## src/rtl/gbbw_pkg.sv

```systemverilog
// Types and constants shared by the blend weight block.
package gbbw_pkg;

	localparam logic OP_WRITE = 1'b0;
	localparam logic OP_QUERY = 1'b1;

	localparam logic REG_SAMPLE_COUNT = 1'b0;
	localparam logic REG_CENTER_EN    = 1'b1;

	localparam int D_W   = 17;   // reduced coordinate difference
	localparam int P_W   = 34;   // one product
	localparam int S_W   = 36;   // len, proj, num
	localparam int DV_W  = 36;   // divisor and remainder
	localparam int NUM_W = 34;   // bits shifted into the divider
	localparam int W_W   = 17;   // raw weight, 0..65536
	localparam int Q_W   = 17;   // kept quotient bits
	localparam int SUM_W = 22;   // sum of up to 33 raw weights
	localparam int STP_W = 6;

	localparam logic [W_W-1:0] ONE_Q16 = 17'h10000;
	localparam logic [15:0]    W_MAX   = 16'hFFFF;
	localparam logic [STP_W-1:0] PAIR_STEPS = 6'd16;
	localparam logic [STP_W-1:0] NORM_STEPS = 6'd34;

	typedef struct packed {
		logic              start;
		logic [DV_W-1:0]   rem;
		logic [NUM_W-1:0]  bits;
		logic [STP_W-1:0]  steps;
		logic [DV_W-1:0]   divisor;
	} div_req_t;

	typedef struct packed {
		logic [2:0]     idx;
		logic           ctr;
		logic [W_W-1:0] w;
	} ent_t;

endpackage

```

## src/rtl/gradient_band_blend_weights.sv

```systemverilog
// Top level: gradient band blend weights over stored 2D sample positions.
//
//  channel | direction | handshake          | payload
//  --------+-----------+--------------------+----------------------------------------
//  in      | into      | in_valid/in_stall  | operation, sample_slot, coord_x, coord_y
//  out     | out of    | out_valid/out_stall| sample_index, is_center, weight,
//          |           |                    | is_largest, no_weights, last_result
//  cfg     | into      | cfg_we             | cfg_index, cfg_data
//
// A query walks (n+c) anchors by up to (n+c) pairs, each dividing pair in the shared
// serial divider, then divides again to normalize each kept weight and emits the
// results. No clearing pass after reset.
// in_stall is high for the whole query; the output register holds while out_stall.
module gradient_band_blend_weights #(
	parameter int MAX_SAMPLES = 8,
	parameter int COORD_BITS  = 16
) (
	input  logic                         clk,
	input  logic                         arst_n,
	input  logic                         in_valid,
	output logic                         in_stall,
	input  logic                         operation,
	input  logic [2:0]                   sample_slot,
	input  logic signed [COORD_BITS-1:0] coord_x,
	input  logic signed [COORD_BITS-1:0] coord_y,
	output logic                         out_valid,
	input  logic                         out_stall,
	output logic [2:0]                   sample_index,
	output logic                         is_center,
	output logic [15:0]                  weight,
	output logic                         is_largest,
	output logic                         no_weights,
	output logic                         last_result,
	input  logic                         cfg_we,
	input  logic                         cfg_index,
	input  logic [3:0]                   cfg_data
);
	import gbbw_pkg::*;

	localparam int AW     = $clog2(MAX_SAMPLES);
	localparam int CW     = $clog2(MAX_SAMPLES + 1);
	localparam int RDEPTH = MAX_SAMPLES + 1;
	localparam int RAW    = $clog2(RDEPTH);
	localparam int KW     = $clog2(MAX_SAMPLES + 2);
	localparam int DSHIFT = (COORD_BITS > 16) ? (COORD_BITS - 16) : 0;
	localparam int PW     = 2 * COORD_BITS;

	// sequencer states
	localparam logic [3:0] S_IDLE = 4'd0;
	localparam logic [3:0] S_ONE  = 4'd1;   // single fixed result
	localparam logic [3:0] S_ANC  = 4'd2;   // read anchor position
	localparam logic [3:0] S_ALD  = 4'd3;   // load anchor
	localparam logic [3:0] S_PRD  = 4'd4;   // read partner
	localparam logic [3:0] S_PDF  = 4'd5;   // differences
	localparam logic [3:0] S_PMU  = 4'd6;   // products
	localparam logic [3:0] S_PLN  = 4'd7;   // len, proj
	localparam logic [3:0] S_PNM  = 4'd8;   // num and pair decision
	localparam logic [3:0] S_PDV  = 4'd9;   // wait for pair quotient
	localparam logic [3:0] S_AEND = 4'd10;  // store anchor weight
	localparam logic [3:0] S_NRD  = 4'd11;  // read raw weight
	localparam logic [3:0] S_NST  = 4'd12;  // start normalize
	localparam logic [3:0] S_NDW  = 4'd13;  // write back normalized
	localparam logic [3:0] S_ERD  = 4'd14;  // read for emit
	localparam logic [3:0] S_EOUT = 4'd15;  // emit

	logic [3:0] st_q;

	// configuration
	logic [3:0] sample_count_q;
	logic       center_en_q;

	always_ff @(posedge clk or negedge arst_n) begin
		if (!arst_n) begin
			sample_count_q <= 4'd1;
			center_en_q    <= 1'b0;
		end else if (cfg_we) begin
			case (cfg_index)
				REG_SAMPLE_COUNT: sample_count_q <= cfg_data;
				REG_CENTER_EN:    center_en_q    <= cfg_data[0];
				default: ;
			endcase
		end
	end

	logic [CW-1:0] n_c;
	always_comb begin
		if (32'(sample_count_q) > MAX_SAMPLES) n_c = CW'(MAX_SAMPLES);
		else n_c = CW'(sample_count_q);
	end

	logic in_acc;
	assign in_stall = (st_q != S_IDLE);
	assign in_acc   = in_valid && !in_stall;

	// sample position memory {x, y}
	logic [5:0]    slot_ext;
	logic          pos_we;
	logic [AW-1:0] pos_raddr;
	logic [PW-1:0] pos_rdata;
	logic [CW-1:0] ai_q, j_q;

	assign slot_ext = {3'b000, sample_slot};
	assign pos_we   = in_acc && (operation == OP_WRITE) && (32'(slot_ext) < MAX_SAMPLES);
	assign pos_raddr = (st_q == S_ANC) ? ai_q[AW-1:0] : j_q[AW-1:0];

	gbbw_ram #(.WIDTH(PW), .DEPTH(MAX_SAMPLES)) u_pos (
		.clk   (clk),
		.we    (pos_we),
		.waddr (slot_ext[AW-1:0]),
		.wdata ({coord_x, coord_y}),
		.raddr (pos_raddr),
		.rdata (pos_rdata)
	);

	// raw and normalized weight memory
	logic [KW-1:0] cnt_q, k_q, bestk_q;
	logic          ent_we;
	logic [RAW-1:0] ent_waddr;
	ent_t          ent_wdata, ent_rd;

	gbbw_ram #(.WIDTH($bits(ent_t)), .DEPTH(RDEPTH)) u_ent (
		.clk   (clk),
		.we    (ent_we),
		.waddr (ent_waddr),
		.wdata (ent_wdata),
		.raddr (k_q[RAW-1:0]),
		.rdata (ent_rd)
	);

	// shared divider
	div_req_t        dreq;
	logic            ddone;
	logic [Q_W-1:0]  dquot;

	gbbw_div u_div (
		.clk    (clk),
		.arst_n (arst_n),
		.req    (dreq),
		.done   (ddone),
		.quot   (dquot)
	);

	// query context
	logic [CW-1:0]              n_q;
	logic                       cen_q;
	logic                       single_q;
	logic signed [COORD_BITS-1:0] px_q, py_q, ax_q, ay_q;
	logic                       anc_ctr_q, org_q, drop_q;
	logic [W_W-1:0]             mw_q;
	logic [SUM_W-1:0]           sum_q;
	logic [15:0]                best_q;
	ent_t                       ent_q;

	// pair datapath
	logic signed [D_W-1:0] d1x_q, d1y_q, d2x_q, d2y_q;
	logic signed [P_W-1:0] sqx_q, sqy_q, prx_q, pry_q;
	logic signed [S_W-1:0] len_q, proj_q;
	logic signed [S_W-1:0] num_c;

	logic signed [COORD_BITS-1:0] bx_c, by_c;
	logic signed [COORD_BITS:0]   e1x, e1y, e2x, e2y;
	logic signed [COORD_BITS:0]   r1x, r1y, r2x, r2y;

	assign bx_c = org_q ? '0 : pos_rdata[PW-1:COORD_BITS];
	assign by_c = org_q ? '0 : pos_rdata[COORD_BITS-1:0];
	assign e1x  = (COORD_BITS+1)'(ax_q) - (COORD_BITS+1)'(px_q);
	assign e1y  = (COORD_BITS+1)'(ay_q) - (COORD_BITS+1)'(py_q);
	assign e2x  = (COORD_BITS+1)'(ax_q) - (COORD_BITS+1)'(bx_c);
	assign e2y  = (COORD_BITS+1)'(ay_q) - (COORD_BITS+1)'(by_c);
	// floor toward minus infinity for wide coordinates
	assign r1x  = e1x >>> DSHIFT;
	assign r1y  = e1y >>> DSHIFT;
	assign r2x  = e2x >>> DSHIFT;
	assign r2y  = e2y >>> DSHIFT;
	assign num_c = len_q - proj_q;

	// kept-weight count after the current anchor closes
	logic [KW-1:0] cnt_nx;
	logic          keep;
	assign keep   = !drop_q && (mw_q != '0);
	assign cnt_nx = cnt_q + KW'(keep);

	// normalize numerator: w * 2^16 + sum / 2
	logic [NUM_W-1:0] nnum;
	assign nnum = NUM_W'({ent_rd.w, 16'h0000}) + NUM_W'(sum_q >> 1);

	logic out_free;
	assign out_free = !out_valid || !out_stall;

	always_comb begin
		dreq         = '0;
		dreq.start   = 1'b0;
		ent_we       = 1'b0;
		ent_waddr    = cnt_q[RAW-1:0];
		ent_wdata    = '0;
		if (st_q == S_PNM) begin
			dreq.rem     = DV_W'(num_c);
			dreq.steps   = PAIR_STEPS;
			dreq.divisor = DV_W'(len_q);
			dreq.start   = (len_q != '0) && (num_c > 0) && (num_c < len_q);
		end else if (st_q == S_NST) begin
			dreq.bits    = nnum;
			dreq.steps   = NORM_STEPS;
			dreq.divisor = DV_W'(sum_q);
			dreq.start   = 1'b1;
		end
		if (st_q == S_AEND) begin
			ent_we        = keep;
			ent_wdata.idx = anc_ctr_q ? 3'd0 : 3'(ai_q);
			ent_wdata.ctr = anc_ctr_q;
			ent_wdata.w   = mw_q;
		end else if (st_q == S_NDW && ddone) begin
			ent_we        = 1'b1;
			ent_waddr     = k_q[RAW-1:0];
			ent_wdata.idx = ent_q.idx;
			ent_wdata.ctr = ent_q.ctr;
			ent_wdata.w   = (dquot > Q_W'(W_MAX)) ? W_W'(W_MAX) : dquot;
		end
	end

	logic [15:0] nw_c;
	assign nw_c = (dquot > Q_W'(W_MAX)) ? W_MAX : dquot[15:0];

	// control sequencer
	always_ff @(posedge clk or negedge arst_n) begin
		if (!arst_n) begin
			st_q      <= S_IDLE;
			out_valid <= 1'b0;
		end else begin
			if (out_valid && !out_stall) out_valid <= 1'b0;
			case (st_q)
				S_IDLE: begin
					if (in_acc && operation == OP_QUERY) begin
						if (n_c == CW'(1) && !center_en_q) st_q <= S_ONE;
						else if (n_c != '0) st_q <= S_ANC;
						else if (center_en_q) st_q <= S_PRD;
						else st_q <= S_ONE;
					end
				end
				S_ONE: begin
					if (out_free) begin
						out_valid <= 1'b1;
						st_q      <= S_IDLE;
					end
				end
				S_ANC:  st_q <= S_ALD;
				S_ALD:  st_q <= S_PRD;
				S_PRD: begin
					if (j_q < n_q || (cen_q && !anc_ctr_q)) st_q <= S_PDF;
					else st_q <= S_AEND;
				end
				S_PDF:  st_q <= S_PMU;
				S_PMU:  st_q <= S_PLN;
				S_PLN:  st_q <= S_PNM;
				S_PNM: begin
					if (dreq.start) st_q <= S_PDV;
					else if (org_q) st_q <= S_AEND;
					else st_q <= S_PRD;
				end
				S_PDV: begin
					if (ddone) st_q <= org_q ? S_AEND : S_PRD;
				end
				S_AEND: begin
					if (!anc_ctr_q && 32'(ai_q) + 1 < 32'(n_q)) st_q <= S_ANC;
					else if (!anc_ctr_q && cen_q) st_q <= S_PRD;
					else if (cnt_nx == '0) st_q <= S_ONE;
					else st_q <= S_NRD;
				end
				S_NRD:  st_q <= S_NST;
				S_NST:  st_q <= S_NDW;
				S_NDW: begin
					if (ddone) st_q <= (k_q + 1'b1 < cnt_q) ? S_NRD : S_ERD;
				end
				S_ERD:  st_q <= S_EOUT;
				S_EOUT: begin
					if (out_free) begin
						out_valid <= 1'b1;
						st_q      <= (k_q + 1'b1 == cnt_q) ? S_IDLE : S_ERD;
					end
				end
				default: st_q <= S_IDLE;
			endcase
		end
	end

	// datapath registers
	always_ff @(posedge clk) begin
		case (st_q)
			S_IDLE: begin
				n_q       <= n_c;
				cen_q     <= center_en_q;
				single_q  <= (n_c == CW'(1)) && !center_en_q;
				px_q      <= coord_x;
				py_q      <= coord_y;
				ai_q      <= '0;
				j_q       <= '0;
				cnt_q     <= '0;
				sum_q     <= '0;
				org_q     <= 1'b0;
				drop_q    <= 1'b0;
				mw_q      <= ONE_Q16;
				// no samples in use: go straight to the center anchor
				anc_ctr_q <= (n_c == '0);
				ax_q      <= '0;
				ay_q      <= '0;
			end
			S_ALD: begin
				ax_q   <= pos_rdata[PW-1:COORD_BITS];
				ay_q   <= pos_rdata[COORD_BITS-1:0];
				mw_q   <= ONE_Q16;
				drop_q <= 1'b0;
				j_q    <= '0;
			end
			S_PRD: begin
				org_q <= !(j_q < n_q);
			end
			S_PDF: begin
				d1x_q <= D_W'(r1x);
				d1y_q <= D_W'(r1y);
				d2x_q <= D_W'(r2x);
				d2y_q <= D_W'(r2y);
			end
			S_PMU: begin
				sqx_q <= d2x_q * d2x_q;
				sqy_q <= d2y_q * d2y_q;
				prx_q <= d1x_q * d2x_q;
				pry_q <= d1y_q * d2y_q;
			end
			S_PLN: begin
				len_q  <= S_W'(sqx_q) + S_W'(sqy_q);
				proj_q <= S_W'(prx_q) + S_W'(pry_q);
			end
			S_PNM: begin
				if (!org_q) j_q <= j_q + 1'b1;
				if (len_q == '0) begin
					if (org_q) drop_q <= 1'b1;
				end else if (num_c <= 0) begin
					mw_q <= '0;
				end
			end
			S_PDV: begin
				if (ddone && dquot < mw_q) mw_q <= dquot;
			end
			S_AEND: begin
				if (keep) sum_q <= sum_q + SUM_W'(mw_q);
				cnt_q  <= cnt_nx;
				k_q    <= '0;
				if (!anc_ctr_q) begin
					ai_q <= ai_q + 1'b1;
					if (!(32'(ai_q) + 1 < 32'(n_q)) && cen_q) begin
						anc_ctr_q <= 1'b1;
						ax_q      <= '0;
						ay_q      <= '0;
						mw_q      <= ONE_Q16;
						drop_q    <= 1'b0;
						j_q       <= '0;
					end
				end
			end
			S_NST: begin
				ent_q <= ent_rd;
			end
			S_NDW: begin
				if (ddone) begin
					if (k_q == '0 || nw_c > best_q) begin
						best_q  <= nw_c;
						bestk_q <= k_q;
					end
					k_q <= (k_q + 1'b1 < cnt_q) ? k_q + 1'b1 : '0;
				end
			end
			S_EOUT: begin
				if (out_free) k_q <= k_q + 1'b1;
			end
			default: ;
		endcase
	end

	// output register payload
	always_ff @(posedge clk) begin
		if (st_q == S_ONE && out_free) begin
			sample_index <= 3'd0;
			is_center    <= 1'b0;
			weight       <= single_q ? W_MAX : 16'd0;
			is_largest   <= single_q;
			no_weights   <= !single_q;
			last_result  <= 1'b1;
		end else if (st_q == S_EOUT && out_free) begin
			sample_index <= ent_rd.idx;
			is_center    <= ent_rd.ctr;
			weight       <= ent_rd.w[15:0];
			is_largest   <= (k_q == bestk_q);
			no_weights   <= 1'b0;
			last_result  <= (k_q + 1'b1 == cnt_q);
		end
	end
endmodule

```

## src/rtl/gbbw_ram.sv

```systemverilog
// Generic single-write, single-read RAM with registered read data.
module gbbw_ram #(
	parameter int WIDTH = 8,
	parameter int DEPTH = 8
) (
	input  logic                     clk,
	input  logic                     we,
	input  logic [$clog2(DEPTH)-1:0] waddr,
	input  logic [WIDTH-1:0]         wdata,
	input  logic [$clog2(DEPTH)-1:0] raddr,
	output logic [WIDTH-1:0]         rdata
);
	logic [WIDTH-1:0] mem [DEPTH];

	always_ff @(posedge clk) begin
		if (we) begin
			mem[waddr] <= wdata;
		end
		rdata <= mem[raddr];
	end
endmodule

```

## src/rtl/gbbw_div.sv

```systemverilog
// Restoring divider, one quotient bit per cycle.
module gbbw_div (
	input  logic                     clk,
	input  logic                     arst_n,
	input  gbbw_pkg::div_req_t       req,
	output logic                     done,
	output logic [gbbw_pkg::Q_W-1:0] quot
);
	import gbbw_pkg::*;

	logic              busy_q;
	logic              done_q;
	logic [STP_W-1:0]  cnt_q;
	logic [DV_W-1:0]   r_q;
	logic [DV_W-1:0]   dv_q;
	logic [NUM_W-1:0]  sh_q;
	logic [Q_W-1:0]    q_q;
	logic [DV_W:0]     t;
	logic              ge;
	logic [DV_W:0]     diff;

	assign t    = {r_q, sh_q[NUM_W-1]};
	assign ge   = t >= {1'b0, dv_q};
	assign diff = t - {1'b0, dv_q};

	always_ff @(posedge clk or negedge arst_n) begin
		if (!arst_n) begin
			busy_q <= 1'b0;
			done_q <= 1'b0;
			cnt_q  <= '0;
		end else begin
			done_q <= 1'b0;
			if (req.start) begin
				busy_q <= 1'b1;
				cnt_q  <= req.steps;
			end else if (busy_q) begin
				cnt_q <= cnt_q - 1'b1;
				if (cnt_q == STP_W'(1)) begin
					busy_q <= 1'b0;
					done_q <= 1'b1;
				end
			end
		end
	end

	always_ff @(posedge clk) begin
		if (req.start) begin
			r_q  <= req.rem;
			sh_q <= req.bits;
			dv_q <= req.divisor;
			q_q  <= '0;
		end else if (busy_q) begin
			r_q  <= ge ? diff[DV_W-1:0] : t[DV_W-1:0];
			sh_q <= sh_q << 1;
			q_q  <= {q_q[Q_W-2:0], ge};
		end
	end

	assign done = done_q;
	assign quot = q_q;
endmodule

```

## config.mk

```make
export PLATFORM = sky130hd
export DESIGN_NAME = gradient_band_blend_weights
export DESIGN_NICKNAME = d
export VERILOG_FILES = /design/src/rtl/gbbw_pkg.sv /design/src/rtl/gradient_band_blend_weights.sv /design/src/rtl/gbbw_ram.sv /design/src/rtl/gbbw_div.sv
export SDC_FILE = /design/constraint.sdc
export NUM_CORES = 2
export LEC_CHECK = 0
export BUFFER_PORTS_ARGS = -buffer_cell sky130_fd_sc_hd__buf_2
export CAP_MARGIN = 20
export CORE_MARGIN = 2
export CORE_UTILIZATION = 35
export CTS_BUF_LIST = sky130_fd_sc_hd__clkbuf_8
export DETAILED_ROUTE_END_ITERATION = 8
export PLACE_DENSITY = 0.58
export SLEW_MARGIN = 10
export SYNTH_ARGS = -nofsm -noshare
export SYNTH_HDL_FRONTEND = slang
export SYNTH_SLANG_ARGS = --single-unit
```

## constraint.sdc

```tcl
create_clock -name clk -period 7.1 [get_ports clk]
set_input_delay 0.71 -clock clk [delete_from_list [all_inputs] [get_ports clk]]
set_output_delay 0.71 -clock clk [all_outputs]
set_load 0.01 [all_outputs]
```

# Word-level counts from Yosys, hierarchy flattened
# Memory sizes are Yosys's and may differ from the RTL's. A register that Yosys moved wholly into a read port is not among the register bits.
# Index checks and enable logic that the tools add are counted.
# op_classes
n_addsub	16
n_mul	4
n_div	0
order_cmp	12
n_eq_ne	33
shifts	0
n_mux	95
n_bitwise	2
n_reduce_logical	58
# ops
cell	n
$mux 36	4
$mul 17x17->34	4
$mux 16	8
$mux 17	6
$mux 34	3
$pmux 16 s3	2
$mux 4	22
$mux 76	1
$sub 36x36->36	2
$add 34x34->35	2
$pmux 17 s4	1
$sub 16x16->17	4
$pmux 4 s16	1
$pmux 22 s2	1
$mux 21	2
$mux 42	1
$ge 37x36->1	1
$gt 36x1->1 const B	1
$le 36x1->1 const B	1
$logic_not 36->1	1
$lt 36x36->1	1
$reduce_bool 36->1	1
$add 33x21->34	1
$eq 4x4->1 const B	8
other kinds (42)	141
# word_totals
register_bits	592
latchBits	0
ram_bits	445
romBits	0
in_bits	46
word_cells	269
mem_count	2
# memory_table
name	words	width	read_ports	rd_ports_with_merged_regs	wr	line	rtl
u_pos.mem	8	32	1	1	1	gbbw_ram.sv:13	logic [WIDTH-1:0] mem [DEPTH];
u_ent.mem	9	21	1	1	1	gbbw_ram.sv:13	

# Logic depth before layout (Yosys ltp)
# depth
ltp_word	8
mapped_depth	27

# By module
# A second synthesis with hierarchy kept.
# unflattened
hier_cells	8536
area_unflattened_um2	94236.6
# modules_own_cells
mod	instances	cells_each	area_each_um2
gradient_band_blend_weights	1	7034	68547.0
gbbw_ram at u_pos	1	415	10466.3
gbbw_ram at u_ent	1	419	7847.5
gbbw_div	1	668	7375.8

# Least setup slack after synthesis
# OpenSTA, ideal clock, no wires.
# synth_path
kind	register to register
startpoint	register st_q[3]
endpoint	register prx_q[0] (enable)
arrival_time_ns	6.281
required_ns	6.471
slack_ns	0.190
path_stages_with_launch	4
path_buffers	1
synth_period_minus_slack_ns	6.910
cell_sequence	dfrtp_1 -> nand2b_1 -> buf_1 -> nor2_1
# synth_via
elab_chain_cells	1
# synth_lines
item	line	rtl
start: declaration	gradient_band_blend_weights.sv:66	logic [3:0] st_q;
start signal: assignment	gradient_band_blend_weights.sv:261	if (ddone) st_q <= org_q ? S_AEND : S_PRD;
start signal: assignment	gradient_band_blend_weights.sv:272	if (ddone) st_q <= (k_q + 1'b1 < cnt_q) ? S_NRD : S_ERD;
$eq 4x3->1	gradient_band_blend_weights.sv:288	case (st_q)
end signal: assignment	gradient_band_blend_weights.sv:326	prx_q <= d1x_q * d2x_q;
end: declaration	gradient_band_blend_weights.sv:156	logic signed [P_W-1:0] sqx_q, sqy_q, prx_q, pry_q;
# No other way between the ends.
# A chain may end at the register's enable or synchronous reset.

# Worst setup path in the final report
# layout_path
startpoint	register d2y_q[10]
endpoint	register pry_q[27], data pin
# layout_via
elab_chain_cells	1
# layout_lines
item	line	rtl
start: declaration	gradient_band_blend_weights.sv:155	logic signed [D_W-1:0] d1x_q, d1y_q, d2x_q, d2y_q;
start signal: assignment	gradient_band_blend_weights.sv:321	d2y_q <= D_W'(r2y);
$mul 17x17->34	gradient_band_blend_weights.sv:327	pry_q <= d1y_q * d2y_q;
end signal: assignment	gradient_band_blend_weights.sv:327	
end: declaration	gradient_band_blend_weights.sv:156	
# No other way between the ends.

==> summary.txt <==
setup TNS -> 0 ns
vias in the first global route -> 64800
normalized max-slew margin -> 0.263
Die Span X -> 520 um
IO buf count -> 70
final critical-path share of the clock period -> 0.963
IO Pins -> 71
Ys Warns -> 0
Critical-path top delay cell -> edfxtp_1
kind of critical path -> flop to flop
most frequent cells in the layout -> inv_1 (1631), fa_1 (1144), edfxtp_1 (992), nand2_1 (689), ha_1 (650)
Residual DRC -> 0
detailed placement HPWL -> 179000 um
Yosys top cell area share -> 0.319
largest net degree at the start of global routing -> 135
vias per cell -> 4.92
Hold WC Path Type -> input port to flop
clock transition at the registers of the reported paths -> 0.07 ns
Setup crit end kind -> flop
Initial Utilization -> 0.352
maxcap violations -> 0
total gr overflow -> 0
CP Launch Type -> flop
Syn Area/Cell -> 11.1 um2
largest buffer count on any clock path -> 4
Root Driver -> clkbuf_8
Core ar. -> 265000 um2
Post-Syn Instances -> 8406
DR vias -> 60400
Multi-input gate area -> 54900 um2
ys async rst share -> 0.0166
Die Span Y -> 520 um
Primary FF master, synth -> edfxtp_1
cts bufs inserted -> 186
most common cell after layout, fill and taps aside -> inv_1
Placement Rows -> 189
Fin. Hold Viols -> 0
Period minus WS final -> 6.83 ns
initial antenna violation count -> 17
#FFs+latches synth -> 1085
Layout area overhead -> 10.1%
Data arrival, critical path -> 7.53 ns
Post-synth EDFFs -> 992
Post-DRT Antenna Nets -> 0
Non-Filler Instances -> 12300
H-Tree Depth -> 4
drt initial violations -> 3751
TritonCTS clock tree -> built
GPL Wtd Cong -> 0.883
crit-path max cell delay -> 0.70 ns
CTS Sinks -> 1085
max-slew violations -> 0
storage element area -> 31700 um2
Synth Cell Area -> 93300 um2
Routed WL -> 229000 um
setup slack, reg-to-reg -> 0.27 ns
Worst-Margin Slew -> 1.11 ns
Routed wire per std cell -> 18.7 um
total track usage -> 0.171
ranking of synthesized cells by area -> edfxtp_1 (32%), fa_1 (25%), ha_1 (8.7%), inv_1 (6.3%), and2_1 (2.8%)
Critical path buffers and inverters -> 5
layout cells sized above 1 -> 0.0865
Cell variety after synth -> 84
critical-path maximum fanout -> 11
global-route wire length before repair -> 365000 um
final setup vio count -> 0
Post-Place Cells -> 11900
fill count -> 25600
Setup Skew -> 0.0881 ns
Critical Path RT -> 7.79 ns
biggest area consumer among synthesized cells -> edfxtp_1
RSZ-0062 raised after global routing -> false
Nets -> 10400
status -> finished, final reports clean
Crit path top cell by count -> fa_1
die area -> 271000 um2
Syn Nets -> 10200
critical path's top delay family -> adder cells
Worst-Skew Late Latency -> 0.97 ns
sequential fraction of the synthesis area -> 0.340
Max Fclk -> 146 MHz
First-pass DRT Iterations -> 6
cells along the critical path -> buf_4, buf_4, nand2_1, fa_1, fa_1, inv_1, fa_1, inv_1, fa_1, inv_1, fa_1, fa_1, ha_1, nor3b_1, o211ai_1, o211ai_1, o21a_1, o21ai_0, a31oi_1, xnor2_1
-- synth_stat cells, types with 25 or more instances --
cell	number
nand4_1	28
nor3_1	112
dfxtp_1	75
xnor2_1	244
or2_2	34
nor2b_1	82
and3_1	58
nor2_1	390
o21ai_0	226
a21oi_1	261
nand2_1	691
o21bai_1	36
mux2_1	27
o21a_1	46
a211oi_1	35
fa_1	1145
mux2i_1	75
and2_1	425
nand3_1	84
edfxtp_1	992
inv_1	1571
o211ai_1	25
mux2_2	44
clkbuf_1	241
xor2_1	90
mux4_2	106
nand2b_1	115
ha_1	650
a21boi_0	31
a21o_1	118
a31oi_1	30
-- what timing repair did --
item                                    CTS  global route
setup buffers                             4             3
hold endpoints to repair                 81             0
hold buffers                             14             0
endpoints found under the setup margin    1            16
resized for setup                         0             8
gates cloned                              0             0
-- path summary, 6_finish.rpt --
check / from / endpoint / cells past startpoint
hold / removal: coord_x[3] / u_pos.mem[7][19]$_DFFE_PP_ / 1
setup / recovery: d2y_q[10]$_DFFE_PP_ / pry_q[27]$_DFFE_PP_ / 20
max in group asynchronous: arst_n / u_div.cnt_q[0]$_DFFE_PN0P_ / 2
min in group asynchronous: arst_n / u_div.busy_q$_DFF_PN0_ / 2
hold reg to reg: u_ent.mem[8][15]$_DFFE_PP_ / u_ent.rdata[15]$_DFF_P_ / 2
setup reg to reg: d2y_q[10]$_DFFE_PP_ / pry_q[27]$_DFFE_PP_ / 20
-- registers in the layout, indices dropped and copies added (netlist names), 21 cells and up --
register / count
sqy_q: 33
u_pos.rdata: 32
u_div.dv_q: 35
u_div.sh_q: 34
u_pos.mem: 256
proj_q: 35
u_ent.rdata: 21
len_q: 35
u_ent.mem: 189
prx_q: 34
sum_q: 22
pry_q: 34
sqx_q: 33
u_div.r_q: 36
-- cells by family after synthesis --
| logic type | Yosys count | share of synthesized area |
|---|---|---|
| compound gates | 991 | 0.0683 |
| fa+ha+maj | 1795 | 0.333 |
| flops | 1085 | 0.340 |
| mux | 252 | 0.0422 |
| xor+xnor | 334 | 0.0313 |
| buf+inv | 1842 | 0.0745 |
| simple gates | 2107 | 0.111 |
-- worst reg2reg max path: stages, from the launching register on --
cell and delay (ns):
edfxtp_1 0.70, buf_4 0.29, buf_4 0.21, nand2_1 0.08, fa_1 0.50, fa_1 0.51
inv_1 0.05, fa_1 0.53, inv_1 0.06, fa_1 0.48, inv_1 0.05, fa_1 0.45
fa_1 0.54, ha_1 0.36, nor3b_1 0.12, o211ai_1 0.12, o211ai_1 0.35, o21a_1 0.37
o21ai_0 0.32, a31oi_1 0.15, xnor2_1 0.34
-- per-stage QoR --
step,area [um2],setup WS [ns],hold WS [ns],utilization
4_1_cts,103000,0.0412,0.00319,0.387
2_1_floorplan,93300,0.190,0.408,-
3_3_place_gp,98800,0.111,0.430,0.373
3_5_place_dp,98800,-0.00343,0.437,0.373
5_1_grt,103000,0.00473,0.0469,0.387
6_report,103000,0.265,0.0937,0.388
-- area by class of cell --
cell class              instances  share of cell area
multi-input cells            5479               0.534
flip-flops and latches       1085               0.309
well taps                    3533              0.0430
diodes                          3           0.0000731
inverters                    1574              0.0575
repair buffers                269              0.0203
clock inverters               124             0.00790
clock buffers                 208              0.0279
-- metal layers --
layer,up-vias,track usage,routed length [um]
li1,28000,-,-
met2,1331,0.284,109000
met4,16,0.0535,7460
met5,-,0,107
met1,30700,0.229,101000
met3,372,0.0269,11200
Power is left out: the tool's default activity adds up to more than one toggle a clock period on the data nets, which glitch-free logic cannot reach.
